### src/hw/rtl/dmbs_pkg.sv
package dmbs_pkg;

   localparam int POS_W     = 8;
   localparam int WIDTH_W   = 16;
   localparam int HEIGHT_W  = 16;
   localparam int REFRESH_W = 10;
   localparam int TYPE_W    = 8;
   localparam int AREA_W    = 32;

   localparam int CSR_ADDR_W = 5;
   localparam int CSR_DATA_W = 32;
   localparam int CSR_IDX_W  = 3;

   localparam logic [CSR_IDX_W-1:0] CSR_REQUIRED_TYPE = 3'd0;
   localparam logic [CSR_IDX_W-1:0] CSR_TARGET_WIDTH  = 3'd1;
   localparam logic [CSR_IDX_W-1:0] CSR_TARGET_HEIGHT = 3'd2;
   localparam logic [CSR_IDX_W-1:0] CSR_EXACT_SIZE    = 3'd3;
   localparam logic [CSR_IDX_W-1:0] CSR_PREF_REFRESH  = 3'd4;

   localparam int QUEUE_DEPTH = 4;
   localparam int QUEUE_PTR_W = 2;
   localparam int QUEUE_CNT_W = 3;

   typedef struct packed {
      logic [TYPE_W-1:0]    required_type_bits;
      logic [WIDTH_W-1:0]   target_width;
      logic [HEIGHT_W-1:0]  target_height;
      logic                 exact_size;
      logic [REFRESH_W-1:0] preferred_refresh;
   } cfg_type;

   // one classified timing on its way from front to back
   typedef struct packed {
      logic                 pass;
      logic                 pref;
      logic                 last;
      logic [POS_W-1:0]     pos;
      logic [WIDTH_W-1:0]   width;
      logic [HEIGHT_W-1:0]  height;
      logic [REFRESH_W-1:0] refresh;
   } entry_type;

endpackage

### src/hw/rtl/display_mode_best_select_unit.sv
// A list's last item passes the queue and stage 1; its result is then registered.
// Throughput: one item per cycle; the front stalls only when the 4-entry queue is full,
// which happens while a finished result waits in the output register.
// Reset (synchronous, active high) zeroes the configuration, empties the queue and clears
// the scan state and output valid; data registers are not reset, no clearing pass is needed.
module display_mode_best_select_unit #(
   parameter int MAX_TIMINGS = 256
) (
   input  logic                                 clock,
   input  logic                                 reset,
   input  logic                                 req_valid,
   output logic                                 req_stall,
   input  logic [dmbs_pkg::TYPE_W-1:0]          req_timing_type,
   input  logic [dmbs_pkg::WIDTH_W-1:0]         req_active_width,
   input  logic [dmbs_pkg::HEIGHT_W-1:0]        req_active_height,
   input  logic [dmbs_pkg::REFRESH_W-1:0]       req_refresh_hz,
   input  logic                                 req_interlaced,
   input  logic                                 req_double_scan,
   input  logic                                 req_last_entry,
   output logic                                 rsp_valid,
   input  logic                                 rsp_stall,
   output logic                                 rsp_found,
   output logic [dmbs_pkg::POS_W-1:0]           rsp_best_position,
   output logic [dmbs_pkg::WIDTH_W-1:0]         rsp_best_width,
   output logic [dmbs_pkg::HEIGHT_W-1:0]        rsp_best_height,
   output logic [dmbs_pkg::REFRESH_W-1:0]       rsp_best_refresh_hz,
   input  logic                                 csr_psel,
   input  logic                                 csr_penable,
   input  logic                                 csr_pwrite,
   input  logic [dmbs_pkg::CSR_ADDR_W-1:0]      csr_paddr,
   input  logic [dmbs_pkg::CSR_DATA_W-1:0]      csr_pwdata,
   output logic [dmbs_pkg::CSR_DATA_W-1:0]      csr_prdata,
   output logic                                 csr_pready
);

   dmbs_pkg::cfg_type   cfg;
   dmbs_pkg::entry_type front_entry;
   dmbs_pkg::entry_type head_entry;
   logic                q_full;
   logic                q_not_empty;
   logic                q_pop;
   logic                accept;

   assign req_stall = q_full;
   assign accept    = req_valid & ~q_full;

   dmbs_csr u_csr (
      .clock       (clock),
      .reset       (reset),
      .csr_psel    (csr_psel),
      .csr_penable (csr_penable),
      .csr_pwrite  (csr_pwrite),
      .csr_paddr   (csr_paddr),
      .csr_pwdata  (csr_pwdata),
      .csr_prdata  (csr_prdata),
      .csr_pready  (csr_pready),
      .cfg         (cfg)
   );

   dmbs_front #(
      .MAX_TIMINGS (MAX_TIMINGS)
   ) u_front (
      .clock         (clock),
      .reset         (reset),
      .cfg           (cfg),
      .accept        (accept),
      .timing_type   (req_timing_type),
      .active_width  (req_active_width),
      .active_height (req_active_height),
      .refresh_hz    (req_refresh_hz),
      .interlaced    (req_interlaced),
      .double_scan   (req_double_scan),
      .last_entry    (req_last_entry),
      .entry         (front_entry)
   );

   dmbs_queue u_queue (
      .clock      (clock),
      .reset      (reset),
      .push       (accept),
      .push_entry (front_entry),
      .pop        (q_pop),
      .full       (q_full),
      .not_empty  (q_not_empty),
      .head_entry (head_entry)
   );

   dmbs_back u_back (
      .clock               (clock),
      .reset               (reset),
      .head_valid          (q_not_empty),
      .head_entry          (head_entry),
      .pop                 (q_pop),
      .rsp_valid           (rsp_valid),
      .rsp_stall           (rsp_stall),
      .rsp_found           (rsp_found),
      .rsp_best_position   (rsp_best_position),
      .rsp_best_width      (rsp_best_width),
      .rsp_best_height     (rsp_best_height),
      .rsp_best_refresh_hz (rsp_best_refresh_hz)
   );

endmodule

### src/hw/rtl/dmbs_csr.sv
module dmbs_csr (
   input  logic                                clock,
   input  logic                                reset,
   input  logic                                csr_psel,
   input  logic                                csr_penable,
   input  logic                                csr_pwrite,
   input  logic [dmbs_pkg::CSR_ADDR_W-1:0]     csr_paddr,
   input  logic [dmbs_pkg::CSR_DATA_W-1:0]     csr_pwdata,
   output logic [dmbs_pkg::CSR_DATA_W-1:0]     csr_prdata,
   output logic                                csr_pready,
   output dmbs_pkg::cfg_type                   cfg
);

   dmbs_pkg::cfg_type cfg_ff;
   dmbs_pkg::cfg_type cfg_in;
   logic [dmbs_pkg::CSR_IDX_W-1:0] idx;
   logic                           wr_en;

   assign idx        = csr_paddr[dmbs_pkg::CSR_ADDR_W-1:2];
   assign wr_en      = csr_psel & csr_penable & csr_pwrite;
   assign csr_pready = 1'b1;
   assign cfg        = cfg_ff;

   always_comb begin
      cfg_in = cfg_ff;
      if (wr_en) begin
         case (idx)
            dmbs_pkg::CSR_REQUIRED_TYPE:
               cfg_in.required_type_bits = csr_pwdata[dmbs_pkg::TYPE_W-1:0];
            dmbs_pkg::CSR_TARGET_WIDTH:
               cfg_in.target_width = csr_pwdata[dmbs_pkg::WIDTH_W-1:0];
            dmbs_pkg::CSR_TARGET_HEIGHT:
               cfg_in.target_height = csr_pwdata[dmbs_pkg::HEIGHT_W-1:0];
            dmbs_pkg::CSR_EXACT_SIZE:
               cfg_in.exact_size = csr_pwdata[0];
            dmbs_pkg::CSR_PREF_REFRESH:
               cfg_in.preferred_refresh = csr_pwdata[dmbs_pkg::REFRESH_W-1:0];
            default: cfg_in = cfg_ff;
         endcase
      end
   end

   always_comb begin
      case (idx)
         dmbs_pkg::CSR_REQUIRED_TYPE:
            csr_prdata = {24'd0, cfg_ff.required_type_bits};
         dmbs_pkg::CSR_TARGET_WIDTH:
            csr_prdata = {16'd0, cfg_ff.target_width};
         dmbs_pkg::CSR_TARGET_HEIGHT:
            csr_prdata = {16'd0, cfg_ff.target_height};
         dmbs_pkg::CSR_EXACT_SIZE:
            csr_prdata = {31'd0, cfg_ff.exact_size};
         dmbs_pkg::CSR_PREF_REFRESH:
            csr_prdata = {22'd0, cfg_ff.preferred_refresh};
         default: csr_prdata = '0;
      endcase
   end

   always_ff @(posedge clock) begin
      if (reset) begin
         cfg_ff <= '0;
      end else begin
         cfg_ff <= cfg_in;
      end
   end

endmodule

### src/hw/rtl/dmbs_front.sv
module dmbs_front #(
   parameter int MAX_TIMINGS = 256
) (
   input  logic                                 clock,
   input  logic                                 reset,
   input  dmbs_pkg::cfg_type                    cfg,
   input  logic                                 accept,
   input  logic [dmbs_pkg::TYPE_W-1:0]          timing_type,
   input  logic [dmbs_pkg::WIDTH_W-1:0]         active_width,
   input  logic [dmbs_pkg::HEIGHT_W-1:0]        active_height,
   input  logic [dmbs_pkg::REFRESH_W-1:0]       refresh_hz,
   input  logic                                 interlaced,
   input  logic                                 double_scan,
   input  logic                                 last_entry,
   output dmbs_pkg::entry_type                  entry
);

   localparam int CapInt = (MAX_TIMINGS - 1 < 255) ? MAX_TIMINGS - 1 : 255;
   localparam logic [dmbs_pkg::POS_W-1:0] PosCap = dmbs_pkg::POS_W'(CapInt);

   logic [dmbs_pkg::POS_W-1:0] pos_ff;
   logic [dmbs_pkg::POS_W-1:0] pos_in;
   logic                       type_ok;
   logic                       size_ok;

   assign type_ok = (timing_type & cfg.required_type_bits) == cfg.required_type_bits;

   always_comb begin
      if (cfg.target_width == '0) begin
         size_ok = 1'b1;
      end else if (cfg.exact_size) begin
         size_ok = (active_width == cfg.target_width) &&
                   (active_height == cfg.target_height);
      end else begin
         size_ok = (active_width <= cfg.target_width) &&
                   (active_height <= cfg.target_height);
      end
   end

   always_comb begin
      entry.pass    = type_ok & size_ok & ~interlaced & ~double_scan;
      entry.pref    = (cfg.preferred_refresh != '0) && (refresh_hz == cfg.preferred_refresh);
      entry.last    = last_entry;
      entry.pos     = pos_ff;
      entry.width   = active_width;
      entry.height  = active_height;
      entry.refresh = refresh_hz;
   end

   // position saturates at the cap, restarts after the last item of a list
   always_comb begin
      pos_in = pos_ff;
      if (accept) begin
         if (last_entry) begin
            pos_in = '0;
         end else if (pos_ff < PosCap) begin
            pos_in = pos_ff + 1'b1;
         end
      end
   end

   always_ff @(posedge clock) begin
      if (reset) begin
         pos_ff <= '0;
      end else begin
         pos_ff <= pos_in;
      end
   end

endmodule

### src/hw/rtl/dmbs_queue.sv
module dmbs_queue (
   input  logic                 clock,
   input  logic                 reset,
   input  logic                 push,
   input  dmbs_pkg::entry_type  push_entry,
   input  logic                 pop,
   output logic                 full,
   output logic                 not_empty,
   output dmbs_pkg::entry_type  head_entry
);

   dmbs_pkg::entry_type              slot_ff [dmbs_pkg::QUEUE_DEPTH];
   logic [dmbs_pkg::QUEUE_PTR_W-1:0] wr_ptr_ff;
   logic [dmbs_pkg::QUEUE_PTR_W-1:0] wr_ptr_in;
   logic [dmbs_pkg::QUEUE_PTR_W-1:0] rd_ptr_ff;
   logic [dmbs_pkg::QUEUE_PTR_W-1:0] rd_ptr_in;
   logic [dmbs_pkg::QUEUE_CNT_W-1:0] count_ff;
   logic [dmbs_pkg::QUEUE_CNT_W-1:0] count_in;

   assign full       = count_ff == dmbs_pkg::QUEUE_CNT_W'(dmbs_pkg::QUEUE_DEPTH);
   assign not_empty  = count_ff != '0;
   assign head_entry = slot_ff[rd_ptr_ff];

   always_comb begin
      wr_ptr_in = push ? wr_ptr_ff + 1'b1 : wr_ptr_ff;
      rd_ptr_in = pop ? rd_ptr_ff + 1'b1 : rd_ptr_ff;
      count_in  = count_ff;
      if (push && !pop) begin
         count_in = count_ff + 1'b1;
      end else if (!push && pop) begin
         count_in = count_ff - 1'b1;
      end
   end

   always_ff @(posedge clock) begin
      if (push) begin
         slot_ff[wr_ptr_ff] <= push_entry;
      end
   end

   always_ff @(posedge clock) begin
      if (reset) begin
         wr_ptr_ff <= '0;
         rd_ptr_ff <= '0;
         count_ff  <= '0;
      end else begin
         wr_ptr_ff <= wr_ptr_in;
         rd_ptr_ff <= rd_ptr_in;
         count_ff  <= count_in;
      end
   end

endmodule

### src/hw/rtl/dmbs_back.sv
module dmbs_back (
   input  logic                             clock,
   input  logic                             reset,
   input  logic                             head_valid,
   input  dmbs_pkg::entry_type              head_entry,
   output logic                             pop,
   output logic                             rsp_valid,
   input  logic                             rsp_stall,
   output logic                             rsp_found,
   output logic [dmbs_pkg::POS_W-1:0]       rsp_best_position,
   output logic [dmbs_pkg::WIDTH_W-1:0]     rsp_best_width,
   output logic [dmbs_pkg::HEIGHT_W-1:0]    rsp_best_height,
   output logic [dmbs_pkg::REFRESH_W-1:0]   rsp_best_refresh_hz
);

   // stage 1: item with its area
   logic                            s1_valid_ff;
   logic                            s1_valid_in;
   dmbs_pkg::entry_type             s1_entry_ff;
   logic [dmbs_pkg::AREA_W-1:0]     s1_area_ff;
   logic [dmbs_pkg::AREA_W-1:0]     s1_area_in;

   // running best of the current list
   logic                            have_ff;
   logic                            have_in;
   logic                            best_pref_ff;
   logic                            best_pref_in;
   logic [dmbs_pkg::AREA_W-1:0]     best_area_ff;
   logic [dmbs_pkg::AREA_W-1:0]     best_area_in;
   logic [dmbs_pkg::REFRESH_W-1:0]  kept_refresh_ff;
   logic [dmbs_pkg::REFRESH_W-1:0]  kept_refresh_in;
   logic [dmbs_pkg::POS_W-1:0]      kept_pos_ff;
   logic [dmbs_pkg::POS_W-1:0]      kept_pos_in;
   logic [dmbs_pkg::WIDTH_W-1:0]    kept_width_ff;
   logic [dmbs_pkg::WIDTH_W-1:0]    kept_width_in;
   logic [dmbs_pkg::HEIGHT_W-1:0]   kept_height_ff;
   logic [dmbs_pkg::HEIGHT_W-1:0]   kept_height_in;

   logic                            rsp_valid_ff;
   logic                            rsp_valid_in;
   logic                            out_found_ff;
   logic [dmbs_pkg::POS_W-1:0]      out_pos_ff;
   logic [dmbs_pkg::WIDTH_W-1:0]    out_width_ff;
   logic [dmbs_pkg::HEIGHT_W-1:0]   out_height_ff;
   logic [dmbs_pkg::REFRESH_W-1:0]  out_refresh_ff;

   logic out_free;
   logic s1_advance;
   logic s1_fire;
   logic take;
   logic emit;

   assign out_free   = ~rsp_valid_ff | ~rsp_stall;
   // only a last item needs room in the output register
   assign s1_advance = ~s1_valid_ff | ~s1_entry_ff.last | out_free;
   assign pop        = head_valid & s1_advance;
   assign s1_fire    = s1_valid_ff & s1_advance;
   assign emit       = s1_fire & s1_entry_ff.last;

   assign s1_valid_in = pop ? 1'b1 : (s1_advance ? 1'b0 : s1_valid_ff);
   assign s1_area_in  = dmbs_pkg::AREA_W'(head_entry.width) *
                        dmbs_pkg::AREA_W'(head_entry.height);

   always_comb begin
      if (!s1_entry_ff.pass) begin
         take = 1'b0;
      end else if (!have_ff) begin
         take = 1'b1;
      end else if (s1_entry_ff.pref != best_pref_ff) begin
         take = s1_entry_ff.pref;
      end else if (s1_area_ff != best_area_ff) begin
         take = s1_area_ff > best_area_ff;
      end else begin
         take = s1_entry_ff.refresh > kept_refresh_ff;
      end
   end

   always_comb begin
      have_in         = have_ff;
      best_pref_in    = best_pref_ff;
      best_area_in    = best_area_ff;
      kept_refresh_in = kept_refresh_ff;
      kept_pos_in     = kept_pos_ff;
      kept_width_in   = kept_width_ff;
      kept_height_in  = kept_height_ff;
      if (s1_fire && take) begin
         have_in         = 1'b1;
         best_pref_in    = s1_entry_ff.pref;
         best_area_in    = s1_area_ff;
         kept_refresh_in = s1_entry_ff.refresh;
         kept_pos_in     = s1_entry_ff.pos;
         kept_width_in   = s1_entry_ff.width;
         kept_height_in  = s1_entry_ff.height;
      end
   end

   assign rsp_valid_in = emit ? 1'b1 : (rsp_stall ? rsp_valid_ff : 1'b0);

   always_ff @(posedge clock) begin
      if (reset) begin
         s1_valid_ff     <= 1'b0;
         rsp_valid_ff    <= 1'b0;
         have_ff         <= 1'b0;
         best_pref_ff    <= 1'b0;
         best_area_ff    <= '0;
         kept_refresh_ff <= '0;
         kept_pos_ff     <= '0;
         kept_width_ff   <= '0;
         kept_height_ff  <= '0;
      end else begin
         s1_valid_ff  <= s1_valid_in;
         rsp_valid_ff <= rsp_valid_in;
         if (emit) begin
            // list done: clear for the next scan
            have_ff         <= 1'b0;
            best_pref_ff    <= 1'b0;
            best_area_ff    <= '0;
            kept_refresh_ff <= '0;
            kept_pos_ff     <= '0;
            kept_width_ff   <= '0;
            kept_height_ff  <= '0;
         end else begin
            have_ff         <= have_in;
            best_pref_ff    <= best_pref_in;
            best_area_ff    <= best_area_in;
            kept_refresh_ff <= kept_refresh_in;
            kept_pos_ff     <= kept_pos_in;
            kept_width_ff   <= kept_width_in;
            kept_height_ff  <= kept_height_in;
         end
      end
   end

   always_ff @(posedge clock) begin
      if (pop) begin
         s1_entry_ff <= head_entry;
         s1_area_ff  <= s1_area_in;
      end
      // kept fields are zero whenever nothing has been taken
      if (emit) begin
         out_found_ff   <= have_in;
         out_pos_ff     <= kept_pos_in;
         out_width_ff   <= kept_width_in;
         out_height_ff  <= kept_height_in;
         out_refresh_ff <= kept_refresh_in;
      end
   end

   assign rsp_valid           = rsp_valid_ff;
   assign rsp_found           = out_found_ff;
   assign rsp_best_position   = out_pos_ff;
   assign rsp_best_width      = out_width_ff;
   assign rsp_best_height     = out_height_ff;
   assign rsp_best_refresh_hz = out_refresh_ff;

endmodule

### config.mk
export PLATFORM = sky130hd
export DESIGN_NAME = display_mode_best_select_unit
export DESIGN_NICKNAME = d
export VERILOG_FILES = /design/src/hw/rtl/dmbs_pkg.sv /design/src/hw/rtl/display_mode_best_select_unit.sv /design/src/hw/rtl/dmbs_csr.sv /design/src/hw/rtl/dmbs_front.sv /design/src/hw/rtl/dmbs_queue.sv /design/src/hw/rtl/dmbs_back.sv
export SDC_FILE = /design/constraint.sdc
export NUM_CORES = 1
export LEC_CHECK = 0
export BUFFER_PORTS_ARGS = -buffer_cell sky130_fd_sc_hd__buf_2
export CORE_MARGIN = 3
export CORE_UTILIZATION = 62
export DETAILED_ROUTE_END_ITERATION = 7
export GPL_ROUTABILITY_DRIVEN = 0
export PLACE_DENSITY_LB_ADDON = 0.15
export REMOVE_ABC_BUFFERS = 1
export SLEW_MARGIN = 0
export SYNTH_ARGS = -nofsm -noshare
export SYNTH_HDL_FRONTEND = slang
export SYNTH_SLANG_ARGS = --single-unit
### constraint.sdc
create_clock -name clock -period 8.4 [get_ports clock]
set_clock_uncertainty 0.1 [all_clocks]
set_input_delay 1.68 -clock clock [delete_from_list [all_inputs] [get_ports clock]]
set_output_delay 1.68 -clock clock [all_outputs]
set_load 0.01 [all_outputs]
Word-level counts from Yosys, hierarchy flattened
Memory sizes are Yosys's and may differ from the RTL's. A register that Yosys moved wholly into a read port is not among the register bits.
Cells that the tools add are included.
W data, S select, Z words.
{"block": "totals", "register_bits": 288, "latch_bits": 0, "ram_bits": 212, "mem_bits_ro": 0, "in_bits": 97, "output_inout_bits": 86, "wordCells": 121, "n_memories": 1}
{"memory": "u_queue.slot_ff", "words": 4, "width": 53, "read_ports": 1, "rd_clocked_by_memory_dff": 1, "wr": 1, "line": "dmbs_queue.sv:12", "text": "dmbs_pkg::entry_type slot_ff [dmbs_pkg::QUEUE_DEPTH];"}
{"block": "op_classes", "n_addsub": 5, "n_mul": 1, "div": 0, "magnitude_cmp": 5, "eq_ne": 12, "shifts": 0, "n_mux": 24, "bitwise_logic": 20, "reduce_logical": 22}
{"operator": "$pmux W16 S5", "count": 1}
{"operator": "$eq A16 B16 Y1", "count": 2}
{"operator": "$gt A32 B32 Y1", "count": 1}
{"operator": "$le A16 B16 Y1", "count": 2}
{"operator": "$mul A16 B16 Y32", "count": 1}
{"operator": "$mux W16", "count": 2}
{"operator": "$ne A32 B32 Y1", "count": 1}
{"operator": "$mux W8", "count": 3}
{"operator": "$logic_not A16 Y1", "count": 1}
{"operator": "$mux W1", "count": 13}
{"operator": "$reduce_and A2 Y1", "count": 6}
{"operator": "$eq A10 B10 Y1", "count": 1}
{"operator": "$gt A10 B10 Y1", "count": 1}
{"operator": "$mux W10", "count": 1}
{"operator": "$reduce_bool A10 Y1", "count": 1}
{"operator": "$and A1 B1 Y1", "count": 9}
{"operator": "$add A8 B1 Y8 const B", "count": 1}
{"operator": "$and A8 B8 Y8", "count": 1}
{"operator": "$eq A8 B8 Y1", "count": 1}
{"operator": "$lt A8 B8 Y1 const B", "count": 1}
{"operator": "$not A1 Y1", "count": 7}
{"operator": "$eq A3 B2 Y1 const B", "count": 2}
{"operator": "$eq A3 B3 Y1 const B", "count": 2}
{"operator": "$logic_and A1 B1 Y1", "count": 6}
{"operator": "other kinds (14)", "count": 22}

Depth between registers and ports, before layout
{"block": "depth", "ltp_word": 7, "mapped_depth": 29, "depth_no_buf": 25}

Cells and area by module
A second synthesis with hierarchy kept.
{"block": "hier_totals", "cells_unflattened": 2384, "area_unflattened_um2": 29489.5}
{"mod": "dmbs_back", "n_inst": 1, "cells_per_inst": 1555, "area_per_inst_um2": 16953.8, "seq_area_each_um2": 5805.6}
{"mod": "dmbs_queue", "n_inst": 1, "cells_per_inst": 321, "area_per_inst_um2": 8141.6, "seq_area_each_um2": 6546.3}
{"mod": "dmbs_csr", "n_inst": 1, "cells_per_inst": 274, "area_per_inst_um2": 2638.8, "seq_area_each_um2": 1021.0}
{"mod": "dmbs_front", "n_inst": 1, "cells_per_inst": 233, "area_per_inst_um2": 1741.7, "seq_area_each_um2": 160.2}
{"mod": "display_mode_best_select_unit", "n_inst": 1, "cells_per_inst": 1, "area_per_inst_um2": 13.8, "seq_area_each_um2": 0.0}

Worst setup path after synthesis
Ideal clock, no wire load.
{"block": "synth_timing", "path_type": "reg2reg", "from": "register with a tool-made name", "to": "register u_back.s1_area_ff[30] (netlist name), data pin", "setup_time_ps": 258, "t_arrival_ps": 6547, "t_required_ps": 8042, "setup_slack_ps": 1495, "path_stages_with_launch": 28, "n_path_buf": 3, "period_less_slack_ps": 6905, "path_cell_list": "dfxtp_1 > buf_2 > buf_1 > mux2i_1 > nand2_1 > o21ai_1 > clkinv_1 > and2_1 > fa_1 > inv_1 > fa_1 > inv_1 > fa_1 > fa_1 > fa_1 > inv_1 > fa_1 > inv_1 > ha_1 > clkbuf_1 > nand2_1 > nor3_1 > a211oi_1 > o311a_1 > a211o_1 > o2111ai_1 > a21oi_1 > xnor2_1"}
{"element": "end signal, assigned", "line": "dmbs_back.sv:137", "text": "s1_area_ff <= s1_area_in;"}
{"element": "end, declared", "line": "dmbs_back.sv:20", "text": "logic [dmbs_pkg::AREA_W-1:0] s1_area_ff;"}

==> metrics.md <==
| Metric | Value |
|---|---|
| Status | `completed` |
| Initial Util | `between 60% and 70%` |
| Most used cell along the critical path | `fa_1` |
| Vias in the first global route | `~20000` |
| GRT Residual Overflow | `0` |
| Sink Count | `502` |
| RSZ-0062 raised after global routing | `false` |
| Nets@finish | `roughly 3200` |
| Wire length per cell | `~20 um` |
| Wirelength, routed | `around 67000 um` |
| Hold buffers post-CTS | `0` |
| Die W | `223 um` |
| Largest net degree at the start of global routing | `roughly 120` |
| Num CTS Buffers | `50` |
| Commonest non-fill, non-tap cell in the layout | `nand2_1` |
| H-tree levels | `2` |
| DRC Markers | `0` |
| Longest Clk Path Bufs | `3` |
| Hold Crit Class | `reg -> reg` |
| CP Capture Type | `register` |
| Fmax | `about 0.13 GHz` |
| Max Cap Viol | `0` |
| ANT nets after route | `0` |
| Synthesized instance count | `between 2000 and 3000` |
| Hold slack | `0.356 ns` |
| Setup crit end | `u_back.s1_area_ff[31]` |
| Synthesized flop and latch total | `approximately 500` |
| Worst r2r path cells | `22` |
| FP Rows | `78` |
| CP arrival | `7.96 ns` |
| CTS root buf | `clkbuf_16` |
| Register-to-register setup slack | `around 0.74 ns` |
| Core ar. | `between 0.04 and 0.05 mm^2` |
| Initial antenna violation count | `11` |
| Yosys warning total | `0` |
| Detailed placement HPWL | `~48000 um` |
| Distinct cells, synth | `a little over 70` |
| PostCTS Resize Cnt | `0` |
| Worst Max-Slew Pin Slew | `1.21 ns` |
| Syn avg cell area | `~11 um^2` |
| Vias per inst | `around 5.8` |
| Iteration count of the initial detailed-routing pass | `5` |
| Post-synth EDFFs | `about 350` |
| Max Slew Vio Count | `0` |
| Crit-path cells | `buf_4, mux4_2, nand2_1, fa_1, inv_1, fa_1, inv_1, fa_1, inv_1, fa_1, fa_1, inv_1, fa_1, inv_1, ha_1, and3_1, o311ai_1, a211oi_2, o21ai_1, a31oi_1, nor4_1, a311oi_1` |
| Post-layout minimum cycle time | `between 7 and 8 ns` |
| Ys flop type | `edfxtp_1` |
| Final setup violating endpoints | `0` |
| Die area | `between 0.04 and 0.05 mm^2` |
| Sequential share of the synthesized area | `between 40% and 50%` |
| Drt initial violations | `between 1000 and 1500` |
| Share of flip-flops with an asynchronous set or reset | `0%` |
| Slew headroom | `19.1%` |
| Total number of vias | `~19000` |
| Die Span Y | `between 200 and 250 um` |
| Worst skew pair latency | `0.60 ns` |
| First-pass GRT wire length | `approximately 110000 um` |
| I/O Pins | `183` |
| Area Growth Syn to Fin | `9.98%` |
| # Post-CTS Setup Buffers | `0` |
| Critical path's slowest cell | `dfxtp_4` |
| TritonCTS clock tree | `built` |
| Tcrit/Tclk final | `between 90% and 100%` |
| Startpoint class of the critical path | `register` |
| Slowest stage delay, CP | `approximately 0.8 ns` |
| Commonest cells after routing, fill and taps aside | `nand2_1 (380), edfxtp_1 (348), inv_1 (345), fa_1 (195), ha_1 (184)` |
| PortBufs | `147` |
| WP data required | `roughly 8.7 ns` |
| Reg2reg end | `u_back.s1_area_ff[31]` |
| Critical path fanouts, max | `45` |
| Total track usage | `approximately 27%` |
| Clk pin slew, worst setup/hold paths | `about 0.060 ns` |
| Netlist Area Pre-Place | `around 0.03 mm^2` |
| Fin. Hold Viols | `0` |
| Critical path class | `reg -> reg` |
| Ratio of cells with drive above 1 in the final layout | `between 10% and 20%` |
final cells by class:
| cell class | count | area [um^2] |
|---|---|---|
| Antenna cell | 3 | 7.51 |
| Clock buffer | 60 | 1320 |
| Clock inverter | 34 | 354 |
| Fill cell | 3317 | 13800 |
| Inverter | 353 | 1330 |
| Multi-Input combinational cell | 1623 | 13800 |
| Sequential cell | 502 | 13500 |
| Tap cell | 600 | 751 |
| Timing Repair Buffer | 183 | 1020 |
synth_stat cells (20+ instances only):
cell type	number	share of area, %
ha_1	184	7.9
nand4_1	21	0.45
xor2_1	20	0.60
a21o_1	26	0.67
mux2i_1	70	2.4
a21oi_1	95	1.6
fa_1	195	13
nand2_1	380	4.9
buf_4	20	0.51
and2_1	47	1.0
o21ai_1	20	0.34
inv_1	346	4.4
mux4_2	41	3.2
o21ai_0	74	1.3
a21boi_0	35	0.90
clkbuf_1	67	0.86
xnor2_1	26	0.78
nand3_1	60	1.0
dfxtp_1	154	11
edfxtp_1	348	36
nor2_1	144	1.8
metal layers:
layer	vias up	wire, um	track usage (%)
li1	8939	-	-
met1	9527	27100	36.0
met2	771	31800	44.4
met3	169	5340	5.37
met4	10	2680	10.3
met5	-	67	0
through the flow:
stage	setup WS [ns]	TNS, ns	utilization (%)	cell area [um^2]	cells
final	0.742	0	69.9	32100	3358
after detailed placement	0.781	0	66.3	30500	3261
after global routing	0.355	0	69.9	32100	3356
after CTS	0.741	0	69.9	32100	3355
after global placement	0.868	0	66.3	30500	3261
after floorplan	-0.139	-0.426	-	28600	2478
critical path, delay by kind of cell (launching register included):
kind | cells | cell delay, ns
flip-flops | 1 | 0.80
AND/OR/NAND/NOR | 3 | 0.42
AO/OA/AOI/OAI | 5 | 1.33
buffers and inverters | 6 | 0.68
adder cells (fa/ha/maj) | 7 | 3.53
multiplexers | 1 | 0.59
kinds of logic (layout without fill, tap and decap cells):
kind of cell | Yosys count | count (layout) | share of synthesized area (%)
other cells | 2 | 20 | 0.0257
compound gates | 336 | 336 | 7.38
fa+ha+maj | 379 | 379 | 21.2
mux | 124 | 124 | 6.06
simple gates | 721 | 721 | 10.9
flops | 502 | 502 | 46.3
xor+xnor | 46 | 46 | 1.38
buf+inv | 474 | 630 | 6.70
flip-flops by register name, indices dropped and copies added, names as in the netlist, 16 cells and up, named ones only:
register	flops
u_queue.slot_ff	212
u_back.kept_width_ff	16
u_back.s1_area_ff	32
u_back.rsp_best_width	16
u_back.s1_entry_ff	53
u_back.rsp_best_height	16
u_back.kept_height_ff	16
u_back.best_area_ff	32
u_csr.cfg	51
how the worst min path moves through the flow:
stage / depth (start not counted) / start / endpoint
floorplan: 2 / u_back.best_area_ff[10] / u_back.best_area_ff[10]
global placement: 2 / u_back.best_area_ff[2] / u_back.best_area_ff[2]
detailed placement: 2 / u_back.best_area_ff[24] / u_back.best_area_ff[24]
CTS: 2 / u_back.best_area_ff[24] / u_back.best_area_ff[24]
global route: 2 / u_back.kept_height_ff[9] / u_back.kept_height_ff[9]
finish: 2 / u_back.best_area_ff[31] / u_back.best_area_ff[31]
Power is left out: the tool's default activity adds up to more than one toggle a clock period on the data nets, which glitch-free logic cannot reach.
